File: src/hw/rtl/cap_pkg.sv
// shared types and constants for the cascaded attitude controller
`timescale 1ns / 1ps
`default_nettype none
package cap_pkg;

  localparam int ANGLE_SUM_LIMIT = 2000000;
  localparam int RATE_SUM_LIMIT  = 2000000;
  localparam int DRIVE_LIMIT     = 500;

  localparam int ACC_W  = 44;
  localparam int SUM_W  = 24;
  localparam int ERR_W  = 18;
  localparam int NUM_REGS = 8;

  localparam logic [2:0] REG_ENABLE  = 3'd0;
  localparam logic [2:0] REG_OUTER_P = 3'd1;
  localparam logic [2:0] REG_OUTER_I = 3'd2;
  localparam logic [2:0] REG_YAW_D   = 3'd3;
  localparam logic [2:0] REG_INNER_P = 3'd4;
  localparam logic [2:0] REG_INNER_I = 3'd5;
  localparam logic [2:0] REG_INNER_D = 3'd6;
  localparam logic [2:0] REG_BASE    = 3'd7;

  // multiply-accumulate unit commands
  typedef struct packed {
    logic              start;    // load accumulator with product (else add)
    logic signed [24:0] a;
    logic [15:0]        b;
  } mac_cmd_t;

endpackage
`default_nettype wire

File: src/hw/rtl/cascaded_attitude_pid.sv
// cascaded attitude pid: top level with sequencer and state
// when enabled, a request passes the RUN, FIN and OUT states before its result is valid;
// when disabled it goes straight to OUT; no new request is taken until the result is taken
// (RUN issues 12 products on the single shared multiplier, one per cycle, plus sum, error and
// saturation steps, then the finish and output states, and the result handoff)
// reset: synchronous active low; clears integrators, history, registers (base 1000)
// result register frees the input side once the result is taken
`timescale 1ns / 1ps
`default_nettype none
module cascaded_attitude_pid (
  input  wire logic               clk,
  input  wire logic               rst_n,
  input  wire logic               in_valid,
  output logic                    in_ready,
  input  wire logic               in_clear_state,
  input  wire logic signed [15:0] in_pitch_target,
  input  wire logic signed [15:0] in_roll_target,
  input  wire logic signed [15:0] in_yaw_target,
  input  wire logic signed [15:0] in_pitch_angle,
  input  wire logic signed [15:0] in_roll_angle,
  input  wire logic signed [15:0] in_yaw_angle,
  input  wire logic signed [15:0] in_roll_rate,
  input  wire logic signed [15:0] in_pitch_rate,
  input  wire logic        [9:0]  in_throttle,
  output logic                    out_valid,
  input  wire logic               out_ready,
  output logic signed [10:0]      out_pitch_drive,
  output logic signed [10:0]      out_roll_drive,
  output logic signed [10:0]      out_yaw_drive,
  output logic        [10:0]      out_motor_one,
  output logic        [10:0]      out_motor_two,
  output logic        [10:0]      out_motor_three,
  output logic        [10:0]      out_motor_four,
  input  wire logic               cfg_valid,
  output logic                    cfg_ready,
  input  wire logic [2:0]         cfg_index,
  input  wire logic [15:0]        cfg_data
);
  localparam int AW = cap_pkg::ACC_W;
  localparam int SW = cap_pkg::SUM_W;
  localparam int EW = cap_pkg::ERR_W;

  typedef enum logic [3:0] {
    ST_IDLE = 4'b0001,
    ST_RUN  = 4'b0010,
    ST_OUT  = 4'b0100,
    ST_FIN  = 4'b1000
  } state_t;

  state_t state_r, state_nxt;
  logic [4:0] step_r;

  logic        enable_r;
  logic [15:0] gain_r [1:6];
  logic [10:0] base_r;

  logic signed [SW-1:0] asum_r [2];
  logic signed [SW-1:0] rsum_r [2];
  logic signed [EW-1:0] last_r [2];
  logic signed [EW-1:0] ylast_r;

  // captured request
  logic signed [16:0] aerr_r [2];
  logic signed [16:0] yerr_r;
  logic signed [15:0] rate_r [2];
  logic               run_r;
  logic [9:0]         thr_r;
  logic signed [EW-1:0] rerr_r;
  logic signed [10:0] drv_r [3];

  cap_pkg::mac_cmd_t cmd;
  logic signed [AW-1:0] acc;
  logic mac_en;

  cap_mac u_mac (.clk(clk), .en(mac_en), .cmd(cmd), .acc(acc));

  assign in_ready  = (state_r == ST_IDLE) && !out_valid;
  assign cfg_ready = 1'b1;

  function automatic logic signed [SW-1:0] sat_sum(input logic signed [SW:0] v,
                                                   input int lim);
    logic signed [SW:0] l;
    l = (SW+1)'(lim);
    if (v > l) return SW'(l);
    if (v < -l) return SW'(-l);
    return SW'(v);
  endfunction

  // floor shift by 8 then drive saturation and truncation toward zero
  function automatic logic signed [10:0] to_drive(input logic signed [AW-1:0] a);
    logic signed [AW-9:0] q;
    logic signed [AW-9:0] lim;
    logic signed [AW-9:0] t;
    q = a[AW-1:8];
    lim = (AW-8)'(cap_pkg::DRIVE_LIMIT * 256);
    if (q > lim) q = lim;
    else if (q < -lim) q = -lim;
    t = q[AW-9] ? -((-q) >>> 8) : (q >>> 8);
    return t[10:0];
  endfunction

  // sequence per axis ax: 0 asum upd, 1 p*aerr, 2 +i*asum, 3 rerr, 4 rsum upd and +ip*rerr,
  // 5 +ii*rsum, 6 +id*(rerr-last), 7 drive; then yaw: 16 p*yerr, 17 +d*(yerr-ylast), 18 drive
  logic ax;
  logic [2:0] sub;
  logic signed [SW:0] sum_tmp;
  logic signed [AW-9:0] outer_q;
  logic signed [AW-9:0] rdiff;

  always_comb begin
    ax  = step_r[3];
    sub = step_r[2:0];
    cmd.start = 1'b0;
    cmd.a = '0;
    cmd.b = '0;
    mac_en = 1'b0;
    sum_tmp = '0;
    outer_q = acc[AW-1:8] - (AW-8)'(rate_r[ax]);
    rdiff = '0;
    if (state_r == ST_RUN && !step_r[4]) begin
      case (sub)
        3'd1: begin cmd.start = 1'b1; cmd.a = 25'(aerr_r[ax]); cmd.b = gain_r[1]; mac_en = 1'b1; end
        3'd2: begin cmd.a = 25'(asum_r[ax]); cmd.b = gain_r[2]; mac_en = 1'b1; end
        3'd4: begin cmd.start = 1'b1; cmd.a = 25'(rerr_r); cmd.b = gain_r[4]; mac_en = 1'b1; end
        3'd5: begin cmd.a = 25'(rsum_r[ax]); cmd.b = gain_r[5]; mac_en = 1'b1; end
        3'd6: begin
          cmd.a = 25'(rerr_r) - 25'(last_r[ax]); cmd.b = gain_r[6]; mac_en = 1'b1;
        end
        default: ;
      endcase
    end else if (state_r == ST_RUN) begin
      case (sub)
        3'd0: begin cmd.start = 1'b1; cmd.a = 25'(yerr_r); cmd.b = gain_r[1]; mac_en = 1'b1; end
        3'd1: begin
          cmd.a = 25'(yerr_r) - 25'(ylast_r); cmd.b = gain_r[3]; mac_en = 1'b1;
        end
        default: ;
      endcase
    end
    rdiff = outer_q;
    if (sub == 3'd0) sum_tmp = (SW+1)'(asum_r[ax]) + (SW+1)'(aerr_r[ax]);
    else sum_tmp = (SW+1)'(rsum_r[ax]) + (SW+1)'(rerr_r);
  end

  logic signed [EW-1:0] rerr_sat;
  always_comb begin
    if (rdiff > (AW-8)'(131071)) rerr_sat = 18'sd131071;
    else if (rdiff < -(AW-8)'(131072)) rerr_sat = -18'sd131072;
    else rerr_sat = rdiff[EW-1:0];
  end

  logic signed [12:0] mbase, mp, mm;
  function automatic logic [10:0] mclamp(input logic signed [12:0] v);
    if (v < 13'sd1000) return 11'd1000;
    if (v > 13'sd2000) return 11'd2000;
    return v[10:0];
  endfunction

  always_comb begin
    state_nxt = state_r;
    case (state_r)
      ST_IDLE: if (in_valid && in_ready) state_nxt = enable_r ? ST_RUN : ST_OUT;
      ST_RUN:  if (step_r == 5'd18) state_nxt = ST_FIN;
      ST_FIN:  state_nxt = ST_OUT;
      ST_OUT:  state_nxt = ST_IDLE;
      default: state_nxt = ST_IDLE;
    endcase
  end

  always_ff @(posedge clk) begin
    if (!rst_n) begin
      state_r  <= ST_IDLE;
      step_r   <= '0;
      out_valid <= 1'b0;
      enable_r <= 1'b0;
      for (int i = 1; i <= 6; i++) gain_r[i] <= '0;
      base_r   <= 11'd1000;
      for (int i = 0; i < 2; i++) begin
        asum_r[i] <= '0; rsum_r[i] <= '0; last_r[i] <= '0;
      end
      ylast_r  <= '0;
    end else begin
      state_r <= state_nxt;
      if (out_valid && out_ready) out_valid <= 1'b0;
      if (cfg_valid) begin
        case (cfg_index)
          cap_pkg::REG_ENABLE:  enable_r <= cfg_data[0];
          cap_pkg::REG_OUTER_P: gain_r[1] <= cfg_data;
          cap_pkg::REG_OUTER_I: gain_r[2] <= cfg_data;
          cap_pkg::REG_YAW_D:   gain_r[3] <= cfg_data;
          cap_pkg::REG_INNER_P: gain_r[4] <= cfg_data;
          cap_pkg::REG_INNER_I: gain_r[5] <= cfg_data;
          cap_pkg::REG_INNER_D: gain_r[6] <= cfg_data;
          cap_pkg::REG_BASE:    base_r <= cfg_data[10:0];
          default: ;
        endcase
      end
      if (state_r == ST_IDLE && in_valid && in_ready) begin
        step_r <= '0;
        if (in_clear_state) begin
          for (int i = 0; i < 2; i++) begin
            asum_r[i] <= '0; rsum_r[i] <= '0; last_r[i] <= '0;
          end
          ylast_r <= '0;
        end
      end
      if (state_r == ST_RUN) begin
        step_r <= step_r + 5'd1;
        if (!step_r[4]) begin
          case (sub)
            3'd0: asum_r[ax] <= run_r ? sat_sum(sum_tmp, cap_pkg::ANGLE_SUM_LIMIT) : '0;
            3'd3: rerr_r <= rerr_sat;
            3'd4: rsum_r[ax] <= run_r ? sat_sum(sum_tmp, cap_pkg::RATE_SUM_LIMIT) : '0;
            3'd7: begin
              drv_r[ax] <= to_drive(acc);
              last_r[ax] <= rerr_r;
            end
            default: ;
          endcase
        end else if (sub == 3'd2) begin
          drv_r[2] <= to_drive(acc);
          ylast_r <= yerr_r;
        end
      end
      if (state_r == ST_OUT) begin
        out_valid <= 1'b1;
      end
    end
  end

  // step 3 of an axis: acc holds outer sum; step 4 loads inner with registered rerr, so
  // rsum update and p product both use rerr_r captured at step 3
  always_ff @(posedge clk) begin
    if (state_r == ST_IDLE && in_valid && in_ready) begin
      aerr_r[0] <= 17'(in_pitch_target) - 17'(in_pitch_angle);
      aerr_r[1] <= 17'(in_roll_target) - 17'(in_roll_angle);
      yerr_r    <= 17'(in_yaw_target) - 17'(in_yaw_angle);
      rate_r[0] <= in_pitch_rate;
      rate_r[1] <= in_roll_rate;
      run_r     <= in_throttle >= 10'd100;
      thr_r     <= in_throttle;
    end
  end

  always_comb begin
    mbase = 13'(base_r) + 13'(thr_r);
    mp = mbase + 13'(drv_r[1]);
    mm = mbase - 13'(drv_r[1]);
  end

  always_ff @(posedge clk) begin
    if (state_r == ST_OUT) begin
      if (enable_r) begin
        out_pitch_drive <= drv_r[0];
        out_roll_drive  <= drv_r[1];
        out_yaw_drive   <= drv_r[2];
        out_motor_one   <= mclamp(mp);
        out_motor_two   <= mclamp(mm);
        out_motor_three <= mclamp(mm);
        out_motor_four  <= mclamp(mp);
      end else begin
        out_pitch_drive <= '0;
        out_roll_drive  <= '0;
        out_yaw_drive   <= '0;
        out_motor_one   <= 11'd1000;
        out_motor_two   <= 11'd1000;
        out_motor_three <= 11'd1000;
        out_motor_four  <= 11'd1000;
      end
    end
  end

`ifndef SYNTHESIS
  a_no_accept_busy: assert property (@(posedge clk) disable iff (!rst_n)
    (state_r != ST_IDLE) |-> !in_ready) else $error("accepted while busy");
  a_sum_lim: assert property (@(posedge clk) disable iff (!rst_n)
    (asum_r[0] <= 24'sd2000000) && (asum_r[0] >= -24'sd2000000)) else $error("sum over limit");
  a_out_after: assert property (@(posedge clk) disable iff (!rst_n)
    $rose(out_valid) |-> $past(state_r) == ST_OUT) else $error("stray result");
`endif
endmodule
`default_nettype wire

File: src/hw/rtl/cap_mac.sv
// shared multiply-accumulate unit: one 25x17 product per cycle while en is high
`timescale 1ns / 1ps
`default_nettype none
module cap_mac (
  input  wire logic                        clk,
  input  wire logic                        en,
  input  wire cap_pkg::mac_cmd_t           cmd,
  output logic signed [cap_pkg::ACC_W-1:0] acc
);
  logic signed [cap_pkg::ACC_W-1:0] acc_r, acc_nxt, prod;

  always_comb begin
    prod = cap_pkg::ACC_W'(cmd.a * $signed({1'b0, cmd.b}));
    acc_nxt = cmd.start ? prod : acc_r + prod;
  end

  always_ff @(posedge clk) begin
    if (en) begin
      acc_r <= acc_nxt;
    end
  end

  assign acc = acc_r;
endmodule
`default_nettype wire
File: config.mk
export PLATFORM = sky130hd
export DESIGN_NAME = cascaded_attitude_pid
export DESIGN_NICKNAME = d
export VERILOG_FILES = /design/src/hw/rtl/cap_pkg.sv /design/src/hw/rtl/cascaded_attitude_pid.sv /design/src/hw/rtl/cap_mac.sv
export SDC_FILE = /design/constraint.sdc
export NUM_CORES = 2
export LEC_CHECK = 0
export ABC_CLOCK_PERIOD_IN_PS = 24900
export BUFFER_PORTS_ARGS = -buffer_cell sky130_fd_sc_hd__buf_4
export CORE_ASPECT_RATIO = 0.5
export CORE_MARGIN = 8
export CORE_UTILIZATION = 30
export DETAILED_ROUTE_END_ITERATION = 12
export PLACE_DENSITY_LB_ADDON = 0.3
export SETUP_SLACK_MARGIN = 0.2
export SLEW_MARGIN = 40
export SYNTH_ARGS = -nofsm -noshare
export SYNTH_HDL_FRONTEND = slang
export SYNTH_SLANG_ARGS = --single-unit
File: constraint.sdc
create_clock -name clk -period 24.9 [get_ports clk]
set_input_delay 1.245 -clock clk [delete_from_list [all_inputs] [get_ports clk]]
set_output_delay 1.245 -clock clk [all_outputs]
set_load 0.01 [all_outputs]
-- Yosys cells after proc, flatten, opt, wreduce, memory -nomap -nowiden
Memory sizes are Yosys's and may differ from the RTL's. A register that Yosys moved wholly into a read port is not among the register bits.
Index checks and enable logic that the tools add are counted.
- bits in registers: 163
- memory bits (writable): 327
- bits of input ports: 163
- word-level logic and storage cells: 289
- memories: 7
- memory list (name ; words ; width ; rd ports ; clocked after Yosys merged registers in ; write ports ; RTL line ; RTL):
    gain_r ; 6 ; 16 ; 6 ; 0 ; 6 ; cascaded_attitude_pid.sv:54 ; logic [15:0] gain_r [1:6];
    asum_r ; 2 ; 24 ; 1 ; 1 ; 2 ; cascaded_attitude_pid.sv:57 ; logic signed [SW-1:0] asum_r [2];
    rsum_r ; 2 ; 24 ; 1 ; 1 ; 2 ; cascaded_attitude_pid.sv:58 ; logic signed [SW-1:0] rsum_r [2];
    last_r ; 2 ; 18 ; 1 ; 1 ; 2 ; cascaded_attitude_pid.sv:59 ; logic signed [EW-1:0] last_r [2];
    aerr_r ; 2 ; 17 ; 1 ; 1 ; 2 ; cascaded_attitude_pid.sv:63 ; logic signed [16:0] aerr_r [2];
    drv_r ; 3 ; 11 ; 3 ; 2 ; 1 ; cascaded_attitude_pid.sv:69 ; logic signed [10:0] drv_r [3];
    +1 memories ; n/a ; n/a ; n/a ; n/a ; n/a ; n/a ;
- add/sub/neg operators: 17
- $mul: 1
- magnitude comparators: 11
- eq/ne operators: 21
- multiplexer cells: 180
- bitwise gates (word level): 13
- reduce and logical (&&, ||, !) cells: 25
- operators with widths (operator ; number):
    $mux 24 ; 22
    $mux 36 ; 10
    $pmux 41 s5 ; 1
    $mux 18 ; 9
    $mux 11 ; 11
    $mux 1 ; 109
    $mux 16 ; 6
    $mux 42 ; 2
    $pmux 41 s2 ; 1
    $gt 36x18->1 const B ; 2
    $lt 36x18->1 const B ; 2
    $sub 16x16->17 ; 3
    $reduce_or 24->1 ; 2
    $add 44x44->44 ; 1
    $mux 44 ; 1
    $mul 25x17->42 ; 1
    $neg 19->19 ; 2
    $sub 36x36->36 ; 1
    $gt 13x12->1 const B ; 2
    $lt 13x11->1 const B ; 2
    $add 24x17->25 ; 1
    $add 24x18->25 ; 1
    $gt 25x22->1 const B ; 1
    $lt 25x22->1 const B ; 1
    other kinds (36) ; 74

-- Depth between registers and ports, before layout
- depth after elaboration: 21
- mapped depth: 53

-- Hierarchy
From an unflattened synthesis, not the netlist that was laid out.
- cells, all modules: 5138
- area, all modules: 49264.7 sq um
- by module, submodules not included (module ; times used ; cells an instance ; area an instance (sq um)):
    cascaded_attitude_pid ; 1 ; 3034 ; 30713.2
    cap_mac ; 1 ; 2104 ; 18551.5

-- Worst setup path before layout
OpenSTA, ideal clock, no wires.
- path type: register to register
- start point: register (tool-made name)
- end point: register u_mac.acc_r (netlist bit u_mac.acc[36]), data pin
- library setup time: 0.256 ns
- arrival: 11.776 ns
- data required time: 24.644 ns
- setup slack: 12.868 ns
- cell stages (with the launch flop): 52
- cell sequence: dfxtp_1 -> clkbuf_1 -> clkbuf_1 -> clkbuf_1 -> buf_1 -> mux2i_1 -> ha_1 -> nor2b_1 -> o2111ai_1 -> nand4b_1 -> a21o_1 -> a21o_1 -> a21o_1 -> a21oi_1 -> xor2_1 -> o221ai_1 -> o2bb2ai_1 -> clkbuf_1 -> [... 16 more ...] -> nor2_1 -> a31oi_1 -> o21a_1 -> o21ai_0 -> a21oi_1 -> o41ai_1 -> xnor2_1 -> ha_1 -> or2_2 -> a21oi_1 -> a21oi_1 -> nor3_1 -> a21oi_1 -> a221oi_1 -> o41ai_1 -> o21a_1 -> or3_1 -> a31o_2
- RTL lines (element ; RTL line ; RTL):
    to (signal assigned) ; cap_mac.sv:19 ; acc_r <= acc_nxt;
    to (decl) ; cap_mac.sv:10 ; logic signed [cap_pkg::ACC_W-1:0] acc_r, acc_nxt, prod;

==> results.py <==
metrics = {
    "sta": {
        "relSlewSlack_pct": 42.7,
        "fin_ws_ps": 11630,
        "hold_viol": 0,
        "finalMaxSlewViolations": 0,
        "finClkSkew_ps": 73.9,
        "max_freq_ghz": 0.0754,
        "layout_min_cycle_time_ps": 13270,
        "whs_ps": 469,
        "setup-tns-final_ps": 0,
        "grt_setup_unrepaired": "no",
        "setup_viol_count_final": 0,
        "tightest_slew_ps": 860,
        "period_share_pct": 53.3,
    },
    "detailed_routing": {
        "ant_nets": 0,
        "drc": 0,
        "dr_total_vias": 38400,
        "via_per_inst": 5.09,
        "wl_per_cell_um": 20.1,
        "dr.pass1.iters": 6,
        "drtIter0Drc": 3294,
        "routed_wirelength_mm": 152,
    },
    "cts": {
        "cts_buffers": 57,
        "cts_max_level": 2,
        "cts_setup_buffers": 0,
        "cts_sinks": 513,
        "cts-root-buf": "clkbuf_16",
        "clk_latency_ps": 680,
        "cts-resized-gates": 0,
        "path_clk_slew_ps": 70,
        "cts_tree": "done",
        "clockBufferDepth": 3,
        "hold_buffers": 0,
    },
    "placed_design": {
        "dpl_worst_slack_ps": 11750,
        "routabilityCongestion": 0.884,
        "postPlaceCellArea_sq_mm": 0.0535,
        "dp_hpwl_mm": 118,
        "io_buffers": 241,
    },
    "floorplanning": {
        "die_h_um": 302,
        "rows": 105,
        "ios": 243,
        "die_x_um": 588,
        "start_util_pct": 30.1,
        "core_area_sq_mm": 0.163,
        "dieArea_sq_mm": 0.178,
    },
    "final_layout": {
        "drive_gt1_share_pct": 11.1,
        "area_delta_synth_final_pct": 13.1,
        "layout.nets": 6213,
        "finalInstanceArea_sq_mm": 0.0556,
        "multi_input_area_sq_mm": 0.0309,
        "regArea_sq_mm": 0.0150,
        "fillCellCount": 16700,
    },
    "worst_setup_path": {
        "crit_fanout": 45,
        "critPathMaxStageDelay_ps": 650,
        "worstSetupStartpointType": "flop",
        "criticalPathCategory": "flop to flop",
        "rr_endpoint": "u_mac.acc[36]$_DFFE_PP_",
        "r2r_cells": 40,
        "path_common_cell": "fa_1",
        "cp.required_ps": 25280,
        "cp-end-kind": "flop",
        "slowest_stage": "buf_4",
        "critical_path.endpoint": "u_mac.acc[36]$_DFFE_PP_",
        "rrSetupSlack_ps": 11630,
        "cp.arrival_ps": 13650,
    },
    "global_route": {
        "grt_pass1_vias": 37300,
        "track_usage_pct": 16.6,
        "grt.overflow.total": 0,
        "grt_pass1_wl_mm": 231,
        "grt_max_degree": 59,
        "antenna_found_initial": 8,
    },
    "power": {
        "power.total_w": 0.00253,
        "p_leak_nw": 23.4,
        "ir_drop_v": 0.0000402,
        "p_per_area_mw_per_mm2": 45.5,
    },
    "hold_path": {
        "min_path_type": "flop to flop",
    },
    "synth": {
        "synth.cell_area_sq_mm": 0.0491,
        "ys_types": 103,
        "yosys-top-cells-count": "inv_1 (652), nand2_1 (488), edfxtp_1 (472), fa_1 (387), nor2_1 (372)",
        "async_flop_share_pct": 0,
        "yosysMostFrequentCell": "inv_1",
        "yosys_warnings": 0,
        "synth_top_area_share_pct": 28.9,
        "synth_edf_count": 472,
        "synthFlopType": "edfxtp_1",
        "ys_seq_area_share_pct": 30.5,
        "syn_avg_cell_area_sq_um": 9.52,
        "synth_area_leader_cell": "edfxtp_1",
        "synth_area_leaders": "edfxtp_1 (29%), fa_1 (16%), ha_1 (9.1%), inv_1 (5.0%), nand2_1 (3.7%)",
        "synthesis.nets": 6068,
        "ys_seq_elements": 513,
        "syn_inst": 5159,
    },
    "flow_run": {
        "drv_cap": 0,
    },
    "run_status": {
        "status": "finished, final reports clean",
    },
}
[cells in the final DEF (no fill, tap or decap), drive strengths merged, types with 21 or more instances in the layout]
cell / synthesis / routed
mux2: 73 / 73
fa: 387 / 387
buf: 65 / 321
edfxtp: 472 / 472
a31oi: 38 / 38
o21ai: 204 / 204
a22oi: 49 / 49
nor4: 35 / 35
nand3: 102 / 102
o22ai: 21 / 21
clkinv: 0 / 25
dfxtp: 41 / 41
nand4: 37 / 37
ha: 359 / 359
nand2: 489 / 489
and3: 31 / 31
nor2b: 79 / 79
clkbuf: 170 / 63
nor3: 81 / 81
or3: 22 / 22
and2: 215 / 215
o21bai: 33 / 33
a21o: 80 / 80
o21a: 39 / 39
nand2b: 43 / 43
xor2: 77 / 77
inv: 653 / 660
a21boi: 33 / 33
a21oi: 254 / 254
xnor2: 162 / 162
a211oi: 64 / 64
a22o: 35 / 35
mux2i: 59 / 59
nor2: 374 / 374
[registers in the layout, indices dropped and copies added, names as in the netlist, 4 cells and up, named ones only]
signal	count
gain_r	96
asum_r	48
rsum_r	48
u_mac.acc	44
last_r	36
aerr_r	34
drv_r	33
rate_r	32
rerr_r	18
ylast_r	18
yerr_r	17
base_r	11
out_motor_four	11
out_motor_three	11
out_pitch_drive	11
out_roll_drive	11
out_yaw_drive	11
thr_r	10
step_r	5
state_r	4
[critical path, delay by kind of cell (launching register included)]
family	cells	cell delay (ps)
compound gates	16	5240
xor+xnor	2	350
fa+ha+maj	9	4140
buf+inv	6	1470
flops	1	520
mux	1	250
simple gates	6	900
[power by group]
part	leakage, nW	switching, W	total (W)	internal [W]
sequential	4.95	0.0000203	0.00102	0.00100
clock	0.950	0.000398	0.000909	0.000510
combinational	17.5	0.000382	0.000596	0.000214
[area by class of cell]
cell class	instances	area share (%)
diodes	1	0.00450
clock buffers	63	2.61
clock inverters	43	0.921
inverters	653	4.42
multi-input cells	3758	55.7
flip-flops and latches	513	27.0
well taps	2193	4.94
repair buffers	321	4.42
[metrics by stage]
stage | instances | util (%)
2_1_floorplan | 5159 | -
3_3_place_gp | 7432 | 32.7
3_5_place_dp | 7437 | 32.8
4_1_cts | 7543 | 34.0
5_1_grt | 7544 | 34.0
6_report | 7545 | 34.0
[layer usage]
metal  GRT usage [%]  part of all wire [%]  up-vias
li1                -                     -    18100
met1            23.7                    46    19000
met2            26.5                    45     1073
met3            2.69                   6.6      186
met4            3.62                   2.0        6
met5               0                 0.022        -
[kinds of logic (layout without fill, tap and decap cells)]
logic type | after synthesis | count (layout) | synth area share, %
compound gates | 1068 | 1068 | 14.9
xor+xnor | 239 | 239 | 4.26
mux | 132 | 132 | 2.88
flops | 513 | 513 | 30.5
buf+inv | 888 | 1080 | 7.09
other cells | 1 | 2 | 0.00764
simple gates | 1572 | 1572 | 15.4
fa+ha+maj | 746 | 746 | 24.9
[worst min-delay path by stage]
stage                                        end  cells after the start                   start
after CTS                 ylast_r[16]$_SDFF_PN0_                      2  ylast_r[16]$_SDFF_PN0_
after detailed placement  ylast_r[13]$_SDFF_PN0_                      1  ylast_r[13]$_SDFF_PN0_
after floorplan           ylast_r[10]$_SDFF_PN0_                      1  ylast_r[10]$_SDFF_PN0_
final                     ylast_r[16]$_SDFF_PN0_                      2  ylast_r[16]$_SDFF_PN0_
after global placement    ylast_r[13]$_SDFF_PN0_                      1  ylast_r[13]$_SDFF_PN0_
after global routing      ylast_r[14]$_SDFF_PN0_                      1  ylast_r[14]$_SDFF_PN0_
Note: power is estimated with default switching activity, not from simulation.
